`src/hw/rtl/smfp_pkg.sv`:
```
// Shared types and constants for the MIDI file track event parser.
package smfp_pkg;

    typedef enum logic [3:0] {
        PH_FILE_HDR  = 4'd0,
        PH_TRACK_HDR = 4'd1,
        PH_DELTA     = 4'd2,
        PH_STATUS    = 4'd3,
        PH_DATA1     = 4'd4,
        PH_DATA2     = 4'd5,
        PH_META_TYPE = 4'd6,
        PH_META_LEN  = 4'd7,
        PH_SYSEX_LEN = 4'd8,
        PH_SKIP      = 4'd9,
        PH_DONE      = 4'd10
    } smfp_phase_t;

    typedef enum logic [0:0] {
        CT_RUN = 1'b0,
        CT_DIV = 1'b1
    } smfp_ctrl_state_t;

    typedef enum logic [2:0] {
        K_NOTE_OFF = 3'd0,
        K_NOTE_ON  = 3'd1,
        K_CHANNEL  = 3'd2,
        K_TEMPO    = 3'd3,
        K_END      = 3'd4,
        K_UNKNOWN  = 3'd5
    } smfp_kind_t;

    localparam logic [7:0] ST_NOTE_OFF  = 8'h80;
    localparam logic [7:0] ST_NOTE_ON   = 8'h90;
    localparam logic [7:0] ST_PROG      = 8'hC0;
    localparam logic [7:0] ST_CHAN_PRES = 8'hD0;
    localparam logic [7:0] ST_SYSEX     = 8'hF0;
    localparam logic [7:0] ST_SYSEX_END = 8'hF7;
    localparam logic [7:0] ST_META      = 8'hFF;
    localparam logic [7:0] META_TEMPO   = 8'h51;
    localparam logic [7:0] META_EOT     = 8'h2F;

    localparam int          FILE_HDR_LEN  = 14;
    localparam int          TRACK_HDR_LEN = 8;
    localparam int          QUOT_W        = 26;
    localparam int          TEMPO_W       = 24;
    localparam logic [25:0] US_PER_MIN    = 26'd60000000;

    typedef struct packed {
        logic step;      // input beat taken this cycle
        logic div_load;  // quotient ready, load into result register
    } smfp_cmd_t;

    typedef struct packed {
        logic tempo_req; // current input beat needs a division
        logic div_done;
        logic out_busy;  // result register full
    } smfp_stat_t;

endpackage

```
`src/hw/rtl/smfp_div.sv`:
```
// Serial restoring divider: 60000000 / tempo, one quotient bit per cycle.
module smfp_div (
    input  logic                            aclk,
    input  logic                            aresetn,
    input  logic                            start,
    input  logic [smfp_pkg::TEMPO_W-1:0]    divisor,
    output logic                            done,
    output logic [smfp_pkg::QUOT_W-1:0]     quotient
);
    logic                          busy_reg, busy_next;
    logic [4:0]                    cnt_reg, cnt_next;
    logic [smfp_pkg::TEMPO_W-1:0]  rem_reg, rem_next;
    logic [smfp_pkg::TEMPO_W-1:0]  dvs_reg, dvs_next;
    logic [smfp_pkg::QUOT_W-1:0]   dvd_reg, dvd_next;
    logic [smfp_pkg::QUOT_W-1:0]   quo_reg, quo_next;
    logic [smfp_pkg::TEMPO_W:0]    trial;
    logic [smfp_pkg::TEMPO_W:0]    diff;

    assign trial = {rem_reg, dvd_reg[smfp_pkg::QUOT_W-1]};
    assign diff  = trial - {1'b0, dvs_reg};

    always_comb begin
        busy_next = busy_reg;
        cnt_next  = cnt_reg;
        rem_next  = rem_reg;
        dvs_next  = dvs_reg;
        dvd_next  = dvd_reg;
        quo_next  = quo_reg;
        done      = 1'b0;
        if (start) begin
            busy_next = 1'b1;
            cnt_next  = 5'(smfp_pkg::QUOT_W - 1);
            rem_next  = '0;
            dvs_next  = divisor;
            dvd_next  = smfp_pkg::US_PER_MIN;
        end else if (busy_reg) begin
            dvd_next = {dvd_reg[smfp_pkg::QUOT_W-2:0], 1'b0};
            if (trial >= {1'b0, dvs_reg}) begin
                rem_next = diff[smfp_pkg::TEMPO_W-1:0];
                quo_next = {quo_reg[smfp_pkg::QUOT_W-2:0], 1'b1};
            end else begin
                rem_next = trial[smfp_pkg::TEMPO_W-1:0];
                quo_next = {quo_reg[smfp_pkg::QUOT_W-2:0], 1'b0};
            end
            cnt_next = cnt_reg - 5'd1;
            if (cnt_reg == '0) begin
                busy_next = 1'b0;
                done      = 1'b1;
            end
        end
    end

    assign quotient = quo_next;

    always_ff @(posedge aclk) begin
        if (!aresetn) begin
            busy_reg <= 1'b0;
            cnt_reg  <= '0;
        end else begin
            busy_reg <= busy_next;
            cnt_reg  <= cnt_next;
        end
        rem_reg <= rem_next;
        dvs_reg <= dvs_next;
        dvd_reg <= dvd_next;
        quo_reg <= quo_next;
    end
endmodule

```
`src/hw/rtl/smfp_ctrl.sv`:
```
// Controller: input handshake and sequencing of the tempo division.
module smfp_ctrl (
    input  logic                   aclk,
    input  logic                   aresetn,
    input  logic                   s_tvalid,
    output logic                   s_tready,
    input  logic                   m_tready,
    input  smfp_pkg::smfp_stat_t   stat,
    output smfp_pkg::smfp_cmd_t    cmd
);
    smfp_pkg::smfp_ctrl_state_t state_reg, state_next;

    always_comb begin
        state_next = state_reg;
        case (state_reg)
            smfp_pkg::CT_RUN: begin
                if (cmd.step && stat.tempo_req) state_next = smfp_pkg::CT_DIV;
            end
            smfp_pkg::CT_DIV: begin
                if (stat.div_done) state_next = smfp_pkg::CT_RUN;
            end
            default: state_next = smfp_pkg::CT_RUN;
        endcase
    end

    always_comb begin
        s_tready     = 1'b0;
        cmd.div_load = 1'b0;
        case (state_reg)
            smfp_pkg::CT_RUN: s_tready = !stat.out_busy || m_tready;
            smfp_pkg::CT_DIV: cmd.div_load = stat.div_done;
            default: s_tready = 1'b0;
        endcase
        cmd.step = s_tvalid && s_tready;
    end

    always_ff @(posedge aclk) begin
        if (!aresetn) begin
            state_reg <= smfp_pkg::CT_RUN;
        end else begin
            state_reg <= state_next;
        end
    end
endmodule

```
`src/hw/rtl/smfp_dp.sv`:
```
// Datapath: byte parser registers, event decode and result register.
module smfp_dp (
    input  logic                           aclk,
    input  logic                           aresetn,
    input  smfp_pkg::smfp_cmd_t            cmd,
    input  logic [7:0]                     data_byte,
    input  logic                           file_start,
    input  logic                           m_tready,
    input  logic [smfp_pkg::QUOT_W-1:0]    quotient,
    output logic                           tempo_req,
    output logic                           out_busy,
    output logic [smfp_pkg::TEMPO_W-1:0]   tempo_div,
    output logic                           out_valid,
    output logic [2:0]                     out_kind,
    output logic [15:0]                    out_track,
    output logic [7:0]                     out_key,
    output logic [7:0]                     out_vel,
    output logic [31:0]                    out_delta,
    output logic [23:0]                    out_tempo,
    output logic [25:0]                    out_bpm
);
    smfp_pkg::smfp_phase_t ph_reg, ph_next, c_ph;
    logic [3:0]  hc_reg, hc_next, c_hc;
    logic [15:0] tt_reg, tt_next, c_tt;
    logic [15:0] ct_reg, ct_next, c_ct;
    logic [7:0]  rs_reg, rs_next, c_rs;
    logic [7:0]  as_reg, as_next, c_as;
    logic [31:0] da_reg, da_next, c_da;
    logic [7:0]  fd_reg, fd_next, c_fd;
    logic [7:0]  mt_reg, mt_next, c_mt;
    logic [31:0] pr_reg, pr_next, c_pr;
    logic [23:0] tv_reg, tv_next, c_tv;
    logic [1:0]  tb_reg, tb_next, c_tb;

    logic        emit;
    smfp_pkg::smfp_kind_t e_kind;
    logic [7:0]  e_key, e_vel;
    logic [23:0] e_tempo;

    logic        vld_reg;
    logic [2:0]  kind_reg;
    logic [15:0] trk_reg;
    logic [7:0]  key_reg, vel_reg;
    logic [31:0] dl_reg;
    logic [23:0] tmp_reg;
    logic [25:0] bpm_reg;

    always_comb begin
        logic [31:0] len;
        logic [15:0] nt;
        logic [31:0] prm;
        logic [7:0]  a;
        // a new file restarts the parse before this byte is taken
        c_ph = file_start ? smfp_pkg::PH_FILE_HDR : ph_reg;
        c_hc = file_start ? '0 : hc_reg;
        c_tt = file_start ? '0 : tt_reg;
        c_ct = file_start ? '0 : ct_reg;
        c_rs = file_start ? '0 : rs_reg;
        c_as = file_start ? '0 : as_reg;
        c_da = file_start ? '0 : da_reg;
        c_fd = file_start ? '0 : fd_reg;
        c_mt = file_start ? '0 : mt_reg;
        c_pr = file_start ? '0 : pr_reg;
        c_tv = file_start ? '0 : tv_reg;
        c_tb = file_start ? '0 : tb_reg;
        ph_next = c_ph; hc_next = c_hc; tt_next = c_tt; ct_next = c_ct;
        rs_next = c_rs; as_next = c_as; da_next = c_da; fd_next = c_fd;
        mt_next = c_mt; pr_next = c_pr; tv_next = c_tv; tb_next = c_tb;
        emit    = 1'b0;
        e_kind  = smfp_pkg::K_UNKNOWN;
        e_key   = '0;
        e_vel   = '0;
        e_tempo = '0;
        len     = {c_pr[24:0], data_byte[6:0]};
        nt      = c_ct + 16'd1;
        prm     = c_pr - 32'd1;
        a       = c_rs;
        case (c_ph)
            smfp_pkg::PH_FILE_HDR: begin
                if (c_hc == 4'd10 || c_hc == 4'd11) tt_next = {c_tt[7:0], data_byte};
                hc_next = c_hc + 4'd1;
                if (hc_next == 4'(smfp_pkg::FILE_HDR_LEN)) begin
                    hc_next = '0;
                    ct_next = '0;
                    ph_next = (tt_next == '0) ? smfp_pkg::PH_DONE
                                              : smfp_pkg::PH_TRACK_HDR;
                end
            end
            smfp_pkg::PH_TRACK_HDR: begin
                hc_next = c_hc + 4'd1;
                if (hc_next == 4'(smfp_pkg::TRACK_HDR_LEN)) begin
                    hc_next = '0;
                    rs_next = '0;
                    ph_next = smfp_pkg::PH_DELTA;
                    da_next = '0;
                end
            end
            smfp_pkg::PH_DELTA: begin
                da_next = {c_da[24:0], data_byte[6:0]};
                if (!data_byte[7]) ph_next = smfp_pkg::PH_STATUS;
            end
            smfp_pkg::PH_STATUS: begin
                if (!data_byte[7]) begin
                    if (c_rs[7] && c_rs[7:4] != smfp_pkg::ST_SYSEX[7:4]) begin
                        as_next = c_rs;
                        fd_next = data_byte;
                        if (a[7:4] == smfp_pkg::ST_PROG[7:4] ||
                            a[7:4] == smfp_pkg::ST_CHAN_PRES[7:4]) begin
                            emit    = 1'b1;
                            e_kind  = smfp_pkg::K_CHANNEL;
                            e_key   = data_byte;
                            ph_next = smfp_pkg::PH_DELTA;
                            da_next = '0;
                        end else begin
                            ph_next = smfp_pkg::PH_DATA2;
                        end
                    end else begin
                        // orphan data byte doubles as the next delta
                        emit    = 1'b1;
                        da_next = {24'd0, data_byte};
                    end
                end else if (data_byte[7:4] != smfp_pkg::ST_SYSEX[7:4]) begin
                    rs_next = data_byte;
                    as_next = data_byte;
                    ph_next = smfp_pkg::PH_DATA1;
                end else begin
                    rs_next = '0;
                    if (data_byte == smfp_pkg::ST_META) begin
                        ph_next = smfp_pkg::PH_META_TYPE;
                    end else if (data_byte == smfp_pkg::ST_SYSEX ||
                                 data_byte == smfp_pkg::ST_SYSEX_END) begin
                        mt_next = '0;
                        pr_next = '0;
                        ph_next = smfp_pkg::PH_SYSEX_LEN;
                    end else begin
                        emit    = 1'b1;
                        ph_next = smfp_pkg::PH_DELTA;
                        da_next = '0;
                    end
                end
            end
            smfp_pkg::PH_DATA1: begin
                fd_next = data_byte;
                if (c_as[7:4] == smfp_pkg::ST_PROG[7:4] ||
                    c_as[7:4] == smfp_pkg::ST_CHAN_PRES[7:4]) begin
                    emit    = 1'b1;
                    e_kind  = smfp_pkg::K_CHANNEL;
                    e_key   = data_byte;
                    ph_next = smfp_pkg::PH_DELTA;
                    da_next = '0;
                end else begin
                    ph_next = smfp_pkg::PH_DATA2;
                end
            end
            smfp_pkg::PH_DATA2: begin
                emit  = 1'b1;
                e_key = c_fd;
                e_vel = data_byte;
                if (c_as[7:4] == smfp_pkg::ST_NOTE_OFF[7:4]) begin
                    e_kind = smfp_pkg::K_NOTE_OFF;
                end else if (c_as[7:4] == smfp_pkg::ST_NOTE_ON[7:4]) begin
                    e_kind = (data_byte == '0) ? smfp_pkg::K_NOTE_OFF
                                               : smfp_pkg::K_NOTE_ON;
                end else begin
                    e_kind = smfp_pkg::K_CHANNEL;
                end
                ph_next = smfp_pkg::PH_DELTA;
                da_next = '0;
            end
            smfp_pkg::PH_META_TYPE: begin
                mt_next = data_byte;
                pr_next = '0;
                ph_next = smfp_pkg::PH_META_LEN;
            end
            smfp_pkg::PH_META_LEN: begin
                pr_next = len;
                if (!data_byte[7]) begin
                    tb_next = '0;
                    if (c_mt == smfp_pkg::META_TEMPO && c_tv == '0 && len >= 32'd3)
                        tb_next = 2'd3;
                    if (c_mt == smfp_pkg::META_EOT) begin
                        emit   = 1'b1;
                        e_kind = smfp_pkg::K_END;
                        if (len == '0) begin
                            ct_next = nt;
                            hc_next = '0;
                            ph_next = (nt >= c_tt) ? smfp_pkg::PH_DONE
                                                   : smfp_pkg::PH_TRACK_HDR;
                        end else begin
                            ph_next = smfp_pkg::PH_SKIP;
                        end
                    end else if (len == '0) begin
                        ph_next = smfp_pkg::PH_DELTA;
                        da_next = '0;
                    end else begin
                        ph_next = smfp_pkg::PH_SKIP;
                    end
                end
            end
            smfp_pkg::PH_SYSEX_LEN: begin
                pr_next = len;
                if (!data_byte[7]) begin
                    if (len == '0) begin
                        ph_next = smfp_pkg::PH_DELTA;
                        da_next = '0;
                    end else begin
                        ph_next = smfp_pkg::PH_SKIP;
                    end
                end
            end
            smfp_pkg::PH_SKIP: begin
                if (c_tb != '0) begin
                    tv_next = {c_tv[15:0], data_byte};
                    tb_next = c_tb - 2'd1;
                    if (c_tb == 2'd1) begin
                        emit    = 1'b1;
                        e_kind  = smfp_pkg::K_TEMPO;
                        e_tempo = tv_next;
                    end
                end
                pr_next = prm;
                if (prm == '0) begin
                    if (c_mt == smfp_pkg::META_EOT) begin
                        ct_next = nt;
                        hc_next = '0;
                        ph_next = (nt >= c_tt) ? smfp_pkg::PH_DONE
                                               : smfp_pkg::PH_TRACK_HDR;
                    end else begin
                        ph_next = smfp_pkg::PH_DELTA;
                        da_next = '0;
                    end
                end
            end
            default: ph_next = c_ph;
        endcase
    end

    assign tempo_req = emit && e_kind == smfp_pkg::K_TEMPO && e_tempo != '0;
    assign tempo_div = e_tempo;
    assign out_busy  = vld_reg;

    always_ff @(posedge aclk) begin
        if (!aresetn) begin
            ph_reg  <= smfp_pkg::PH_FILE_HDR;
            hc_reg  <= '0; tt_reg <= '0; ct_reg <= '0; rs_reg <= '0;
            as_reg  <= '0; da_reg <= '0; fd_reg <= '0; mt_reg <= '0;
            pr_reg  <= '0; tv_reg <= '0; tb_reg <= '0;
            vld_reg <= 1'b0;
        end else begin
            if (cmd.step) begin
                ph_reg <= ph_next; hc_reg <= hc_next; tt_reg <= tt_next;
                ct_reg <= ct_next; rs_reg <= rs_next; as_reg <= as_next;
                da_reg <= da_next; fd_reg <= fd_next; mt_reg <= mt_next;
                pr_reg <= pr_next; tv_reg <= tv_next; tb_reg <= tb_next;
            end
            if (cmd.div_load || (cmd.step && emit && !tempo_req)) begin
                vld_reg <= 1'b1;
            end else if (m_tready) begin
                vld_reg <= 1'b0;
            end
        end
        if (cmd.step && emit) begin
            kind_reg <= e_kind;
            trk_reg  <= c_ct;
            key_reg  <= e_key;
            vel_reg  <= e_vel;
            dl_reg   <= c_da;
            tmp_reg  <= e_tempo;
            bpm_reg  <= '0;
        end
        if (cmd.div_load) bpm_reg <= quotient;
    end

    assign out_valid = vld_reg;
    assign out_kind  = kind_reg;
    assign out_track = trk_reg;
    assign out_key   = key_reg;
    assign out_vel   = vel_reg;
    assign out_delta = dl_reg;
    assign out_tempo = tmp_reg;
    assign out_bpm   = bpm_reg;
endmodule

```
`src/hw/rtl/smf_track_event_parser.sv`:
```
// Top level of the MIDI file track event parser.
// Takes one file byte per beat and returns at most one event beat per byte.
// The input stalls only in two cases. The byte that completes the first
// nonzero tempo starts a serial divider (one quotient bit per cycle),
// and the input stalls until beats per minute is known. A held result
// blocks the next byte until the result beat is taken.
module smf_track_event_parser (
    input  logic         aclk,
    input  logic         aresetn,
    input  logic         s_tvalid,
    output logic         s_tready,
    input  logic [7:0]   s_tdata,   // [7:0] data_byte
    input  logic [0:0]   s_tuser,   // [0] file_start
    output logic         m_tvalid,
    input  logic         m_tready,
    // [15:0] track_index, [23:16] note_key, [31:24] note_velocity,
    // [63:32] delta_ticks, [87:64] tempo_us, [113:88] beats_per_minute, pad
    output logic [119:0] m_tdata,
    output logic [2:0]   m_tuser    // [2:0] kind
);
    smfp_pkg::smfp_cmd_t  cmd;
    smfp_pkg::smfp_stat_t stat;
    logic [smfp_pkg::QUOT_W-1:0]  quotient;
    logic [smfp_pkg::TEMPO_W-1:0] tempo_div;
    logic        tempo_req, out_busy, div_done;
    logic [15:0] trk;
    logic [7:0]  key, vel;
    logic [31:0] dl;
    logic [23:0] tmp;
    logic [25:0] bpm;

    assign stat = '{tempo_req: tempo_req, div_done: div_done, out_busy: out_busy};

    smfp_ctrl u_ctrl (
        .aclk, .aresetn, .s_tvalid, .s_tready, .m_tready, .stat, .cmd
    );

    smfp_dp u_dp (
        .aclk, .aresetn, .cmd,
        .data_byte (s_tdata),
        .file_start(s_tuser[0]),
        .m_tready,
        .quotient,
        .tempo_req (tempo_req),
        .out_busy  (out_busy),
        .tempo_div,
        .out_valid (m_tvalid),
        .out_kind  (m_tuser),
        .out_track (trk),
        .out_key   (key),
        .out_vel   (vel),
        .out_delta (dl),
        .out_tempo (tmp),
        .out_bpm   (bpm)
    );

    smfp_div u_div (
        .aclk, .aresetn,
        .start   (cmd.step && tempo_req),
        .divisor (tempo_div),
        .done    (div_done),
        .quotient
    );

    assign m_tdata = {6'd0, bpm, tmp, dl, vel, key, trk};
endmodule

```
`config.mk`:
```
export PLATFORM = sky130hd
export DESIGN_NAME = smf_track_event_parser
export DESIGN_NICKNAME = d
export VERILOG_FILES = /design/src/hw/rtl/smfp_pkg.sv /design/src/hw/rtl/smfp_div.sv /design/src/hw/rtl/smfp_ctrl.sv /design/src/hw/rtl/smfp_dp.sv /design/src/hw/rtl/smf_track_event_parser.sv
export SDC_FILE = /design/constraint.sdc
export NUM_CORES = 1
export LEC_CHECK = 0
export BUFFER_PORTS_ARGS = -buffer_cell sky130_fd_sc_hd__buf_4
export CAP_MARGIN = 10
export CORE_MARGIN = 2
export CORE_UTILIZATION = 55
export DETAILED_ROUTE_END_ITERATION = 8
export PLACE_DENSITY = 0.74
export SKIP_CTS_REPAIR_TIMING = 1
export SLEW_MARGIN = 5
export SYNTH_ARGS = -nofsm -noshare
export SYNTH_HDL_FRONTEND = slang
export SYNTH_SLANG_ARGS = --single-unit
export TNS_END_PERCENT = 50
```
`constraint.sdc`:
```
create_clock -name aclk -period 10.34 [get_ports aclk]
set_clock_uncertainty 0.15 [all_clocks]
set_input_delay 0 -clock aclk [delete_from_list [all_inputs] [get_ports aclk]]
set_output_delay 0 -clock aclk [all_outputs]
set_load 0.005 [all_outputs]
```
# After elaboration in Yosys (flattened, before gate mapping)
# Cells that the tools add are included.
# Widths: inputs -> output; s select.
[op_classes] n_addsub=6 order_cmp=3 n_eq_ne=28 n_mux=145 bitwise_logic=2 reduce_logical=31
[ops] op="$mux 32" n=20
[ops] op="$pmux 32 s8" n=1
[ops] op="$mux 16" n=11
[ops] op="$mux 24" n=7
[ops] op="$mux 8" n=20
[ops] op="$pmux 32 s4" n=1
[ops] op="$mux 26" n=4
[ops] op="$mux 4" n=26
[ops] op="$logic_not 32->1" n=2
[ops] op="$eq 4x4->1 const B" n=12
[ops] op="$pmux 16 s3" n=1
[ops] op="$pmux 8 s2" n=3
[ops] op="$pmux 4 s10" n=1
[ops] op="$mux 3" n=11
[ops] op="$ge 32x2->1 const B" n=1
[ops] op="$sub 32x1->32 const B" n=1
[ops] op="$mux 1" n=26
[ops] op="$ge 25x24->1" n=1
[ops] op="$eq 8x8->1 const B" n=3
[ops] op="$logic_not 24->1" n=1
[ops] op="$pmux 8 s3" n=1
[ops] op="$reduce_bool 24->1" n=1
[ops] op="$sub 24x24->24" n=1
[ops] op="$add 16x1->16 const B" n=1
[ops] op="30 further kinds" n=58
[word_totals] register_bits=379 input_bits=13 wordCells=243

# Logic depth before layout (Yosys ltp)
[logic_depth] word_depth=15 mapped_depth=24

# Cells and area by module
# Synthesis repeated with hierarchy kept, for this count alone.
[unflattened] hier_cells=2045 hier_area_um2=18851.8
[modules_own_cells] module="smfp_dp" instances=1 cells_per_inst=1513 area_per_inst_um2=13779.5 seq_area_each_um2=6616.3
[modules_own_cells] module="smfp_div" instances=1 cells_per_inst=515 area_per_inst_um2=4936.0 seq_area_each_um2=2202.1
[modules_own_cells] module="smfp_ctrl" instances=1 cells_per_inst=9 area_per_inst_um2=81.3 seq_area_each_um2=20.0
[modules_own_cells] module="smf_track_event_parser" instances=1 cells_per_inst=8 area_per_inst_um2=55.1 seq_area_each_um2=0.0

# Least setup slack after synthesis
# Ideal clock, no wire load.
[synth_timing] path_type="register to register" startpoint="register u_dp.ph_reg[1]" endpoint="register u_dp.bpm_reg[0] (netlist: u_dp.out_bpm[0]) (enable)" arrival_ps=7479 slack_ps=2325 path_stages_with_launch=7 period_less_slack_ps=8015 cell_sequence="dfxtp_1 -> clkbuf_1 -> clkbuf_1 -> nand3_1 -> or3_1 -> a31oi_1 -> nand2b_1"
[synth_between] elab_chain_len=10 elab_cells_between_ends=18 classes_between="6 x eq/ne; 6 x mux; 6 x reduce/logical"
[synth_lines] element="start, declared" line_no="smfp_dp.sv:22" text="smfp_pkg::smfp_phase_t ph_reg, ph_next, c_ph;"
[synth_lines] element="start signal, assigned" line_no="smfp_dp.sv:244" text="ph_reg <= smfp_pkg::PH_FILE_HDR;"
[synth_lines] element="start signal, assigned" line_no="smfp_dp.sv:251" text="ph_reg <= ph_next; hc_reg <= hc_next; tt_reg <= tt_next;"
[synth_lines] element="$mux 4 *" line_no="smfp_dp.sv:54" text="c_ph = file_start ? smfp_pkg::PH_FILE_HDR : ph_reg;"
[synth_lines] element="$eq 4x4->1 (tied with other cells)" line_no="smfp_dp.sv:78" text="case (c_ph)"
[synth_lines] element="$pmux 3 s5" line_no="smfp_dp.sv:78"
[synth_lines] element="$eq 3x2->1" line_no="smfp_dp.sv:238" text="assign tempo_req = emit && e_kind == smfp_pkg::K_TEMPO && e_tempo != '0;"
[synth_lines] element="$logic_and 1x1->1 (2 in series)" line_no="smfp_dp.sv:238"
[synth_lines] element="$logic_and 1x1->1" line_no="smf_track_event_parser.sv:59" text=".start (cmd.step && tempo_req),"
[synth_lines] element="$mux 1" line_no="smfp_div.sv:30" text="if (start) begin"
[synth_lines] element="$mux 1" line_no="smfp_ctrl.sv:29" text="case (state_reg)"
[synth_lines] element="$reduce_bool 2->1 (no source line) *"
[synth_lines] element="end signal, assigned" line_no="smfp_dp.sv:271" text="if (cmd.div_load) bpm_reg <= quotient;"
[synth_lines] element="end, declared" line_no="smfp_dp.sv:46" text="logic [25:0] bpm_reg;"
# Mark *: on every way between the ends. The rest lies on a longest branch, timed or not.
# A chain may end at the register's enable or synchronous reset.

# Final worst setup path
[layout_timing] startpoint="input s_tuser" endpoint="register u_dp.ph_reg[1]"
[layout_between] elab_cells_between_ends=58 classes_between="3 x add/sub; 1 x order compare; 19 x eq/ne; 27 x mux; 8 x reduce/logical"
[layout_rtl] element="start, declared" line_no="smf_track_event_parser.sv:13" text="input logic [0:0] s_tuser,"
[layout_rtl] element="$mux 16 *" line_no="smfp_dp.sv:57" text="c_ct = file_start ? '0 : ct_reg;"
[layout_rtl] element="named net u_dp.c_ct[6]" line_no="smfp_dp.sv:25" text="logic [15:0] ct_reg, ct_next, c_ct;"
[layout_rtl] element="$add 16x1->16 *" line_no="smfp_dp.sv:75" text="nt = c_ct + 16'd1;"
[layout_rtl] element="$ge 16x16->1 *" line_no="smfp_dp.sv:187, smfp_dp.sv:226"
[layout_rtl] element="$mux 4 *" line_no="smfp_dp.sv:187, smfp_dp.sv:226"
[layout_rtl] element="$mux 4" line_no="smfp_dp.sv:184" text="if (len == '0) begin"
[layout_rtl] element="$mux 4" line_no="smfp_dp.sv:181" text="if (c_mt == smfp_pkg::META_EOT) begin"
[layout_rtl] element="$mux 4" line_no="smfp_dp.sv:177" text="if (!data_byte[7]) begin"
[layout_rtl] element="$pmux 4 s10 *" line_no="smfp_dp.sv:78"
# The timed path passes the listed nets; every way through them passes the cells marked *. The select of a mux whose other input is x is not followed.

==> impl_metrics.ini <==
[floorplan]
fp.dieArea_um2 = 35700
start_util_pct = 55.9
die_x_um = 189
fp.dieH_um = 189
coreArea_um2 = 33600
row_count = 67
pin_count = 138

[clocking]
cts.htree.levels = 2
clk_pin_slew_worst_paths_ns = 0.06
clock-root-buffer = clkbuf_16
numCtsBuffers = 40
clockBufferDepth = 3
cts.sinks = 371
cts_tree = built
clk-insertion-delay-late_ns = 0.54

[sta]
fmax_mhz = 209
tns_ns = 0
tightest_slew_ns = 1.16
slew_headroom_pct = 22.5
rsz0062_at_grt = no
drv_slew = 0
finalHoldViolations = 1
setup_ws_ns = 5.55
period_share_pct = 46.3
min_period_ns = 4.79
finalSetupViolCount = 0
timing.hold.ws_ns = -0.00209

[synth]
synthTopCellsByArea = dfxtp_1 (25%), edfxtp_1 (23%), nand2_1 (4.1%)
synth.distinct_cells = 87
synth_edf_count = 141
synth_top_area_share_pct = 24.5
synth-async-reset-ratio_pct = 0
ys_seq_area_share_pct = 47.0
synth_cells = 2040
syn_area_per_cell_um2 = 9.21
synth_largest_area_cell = dfxtp_1
synth_ff_type = dfxtp_1
netlist_area_um2 = 18800
yosysWarnings = 0
ys_seq_elements = 371

[drt]
drc = 0
via_per_inst = 6.24
antenna_left = 0
firstDrtPassIters = 6
routed_wl_um = 50500
drt_iter0_markers = 1552
vias = 16071
routedWlPerCell_um = 19.6

[worst_setup_path]
slowest_delay_ns = 0.58
start_kind = input port
path_buf_inv = 5
r2r_slack_ns = 5.63
path_cells = dlygate4sd3_1 -> buf_4 -> inv_1 -> buf_4 -> nand2_1 -> inv_1 -> nand2_1 -> nor4_1 -> mux2i_1 -> ha_1 -> a21o_1 -> a21o_1 -> a211oi_1 -> o21bai_1 -> a21o_1 -> a21oi_1 -> and3_1 -> o21bai_1 -> a221oi_1
end_kind = flop
cp_slowest_cell = nor4_1
critPathKind = input port to flop
path_max_fanout = 53
critical_path_depth = 19
worstPathRequired_ns = 10.56
r2r_end = u_dp.out_delta[20]$_DFFE_PP_
setup.worst_path.end = u_dp.ph_reg[1]$_SDFFE_PN0P_
r2r-start = u_dp.ph_reg[3]$_SDFFE_PN0P_
setup.worst_path.start = s_tuser
worstRegToRegCells = 7
crit_family = buffers and inverters
worstPathArrival_ns = 5.01
cp_common_cell = a21o_1

[grt]
grt_pass1_wl_um = 80300
grt-ovfl-total = 0
grt_pass1_vias = 15011
grt_util_all_layers_pct = 27.6
antenna_found_initial = 0
grt_max_degree = 77

[finish]
finalInstanceArea_um2 = 21300
drive_gt1_share_pct = 13.1
nNetsFinal = 2158
syn_to_final_growth_pct = 13.6
antenna_cells = 0
utilization_pct = 63.5

[run]
drv_cap = 0

[power_and_ir_drop]
power.share.combinational_pct = 10.7
internal_power_mw = 2.52
power_frac_clock_pct = 43.1
p_sw_share_pct = 25.2
p_leak_nw = 7.95
power.density_nw_per_um2 = 158
pwr-share-seq_pct = 46.2
ir_worst_vdd_mv = 0.119
netSwitchingPower_mw = 0.848

[hold_path]
hp-class = input port to flop
hp-start = s_tvalid

[placed_design]
port_buffers = 131
placed_area_um2 = 19900
place_ws_ns = 5.17
dp.final_hpwl_um = 32800
gp_congestion = 0.914

[run_status]
status = finished with violations
violations = negative hold slack
## Yosys cell counts (6+ instances only)
library cell	number
o21bai_1	6
ha_1	48
buf_2	9
or2_2	8
a32o_1	7
a31oi_1	38
or3_1	15
o31ai_1	9
inv_1	56
dfxtp_1	230
or4_1	15
nand2b_1	13
mux2i_1	23
a32oi_1	43
and2_1	32
buf_4	15
xor2_1	17
buf_1	6
and3_1	25
o21ai_0	145
nor2b_1	81
nand3_1	51
o211ai_1	11
edfxtp_1	141
nand3b_1	6
nor4_1	23
o221ai_1	9
xnor2_1	31
mux2_2	28
clkbuf_1	117
a22oi_1	78
nor2_1	203
a22o_1	11
a21oi_1	95
nor3_1	35
and4_1	10
a21o_1	20
nand4_1	17
nand2_1	204
## power by group through the flow
stage,sequential [mW],clock [mW],combinational [mW]
floorplan,1.58,0,0.275
global placement,1.59,0,0.343
detailed placement,1.59,0,0.349
CTS,1.56,1.48,0.351
global route,1.56,1.54,0.399
finish,1.56,1.45,0.360
## cell usage in the layout (no fill, tap or decap), types with 48 or more instances in the layout
cell type and count:
nand3_1 51, o21ai_0 145, edfxtp_1 141, a21oi_1 94, nor2b_1 81, dfxtp_1 229
inv_1 56, buf_4 151, a22oi_1 78, nand2_1 203, ha_1 48, nor2_1 202
## cell families (layout without fill, tap and decap cells)
kind of cell	count (synthesis)	count (layout)	share of synthesized area, %
AND/OR/NAND/NOR	769	769	20.6
AO/OA/AOI/OAI	541	541	19.2
flip-flops	371	371	47.0
buffers and inverters	210	293	4.76
multiplexers	51	51	2.90
adder cells (fa/ha/maj)	49	49	3.30
XOR/XNOR	48	48	2.24
other	1	6	0.0200
## metal layers
layer  GRT usage [%]  wire length [um]  part of all wire (%)
met3            4.34              3470                   6.9
met5               0                 0                     0
met4            9.04              1390                   2.8
met1            37.6             21800                    43
met2            45.2             23800                    47
## tightest hold or removal path, stage by stage
cell and delay, ns:
buf_4 0.10, nand2_2 0.26, nand3_1 0.20, o41ai_2 0.06
## how the worst min path moves through the flow
stage / to / cells past startpoint
floorplan: u_dp.out_busy$_SDFFE_PN0P_ / 2
global placement: u_dp.out_busy$_SDFFE_PN0P_ / 3
detailed placement: m_tdata[99] / 1
CTS: u_dp.out_busy$_SDFFE_PN0P_ / 3
global route: u_dp.ct_reg[10]$_SDFFE_PN0P_ / 4
finish: u_dp.ct_reg[10]$_SDFFE_PN0P_ / 4
## metrics by stage
step                cells  power, mW
floorplan            2045       1.85
global placement     2491       1.93
detailed placement   2491       1.94
CTS                  2565       3.38
global route         2576       3.50
finish               2576       3.37
## cell type report
type                    count  area [um^2]
well taps                 448          561
flip-flops and latches    371         8840
inverters                  57          214
repair buffers            162         1240
clock inverters            15          149
multi-input cells        1464         9130
clock buffers              59         1210
fillers                  2813        12300
No activity file was read; power rests on OpenSTA's default activity.
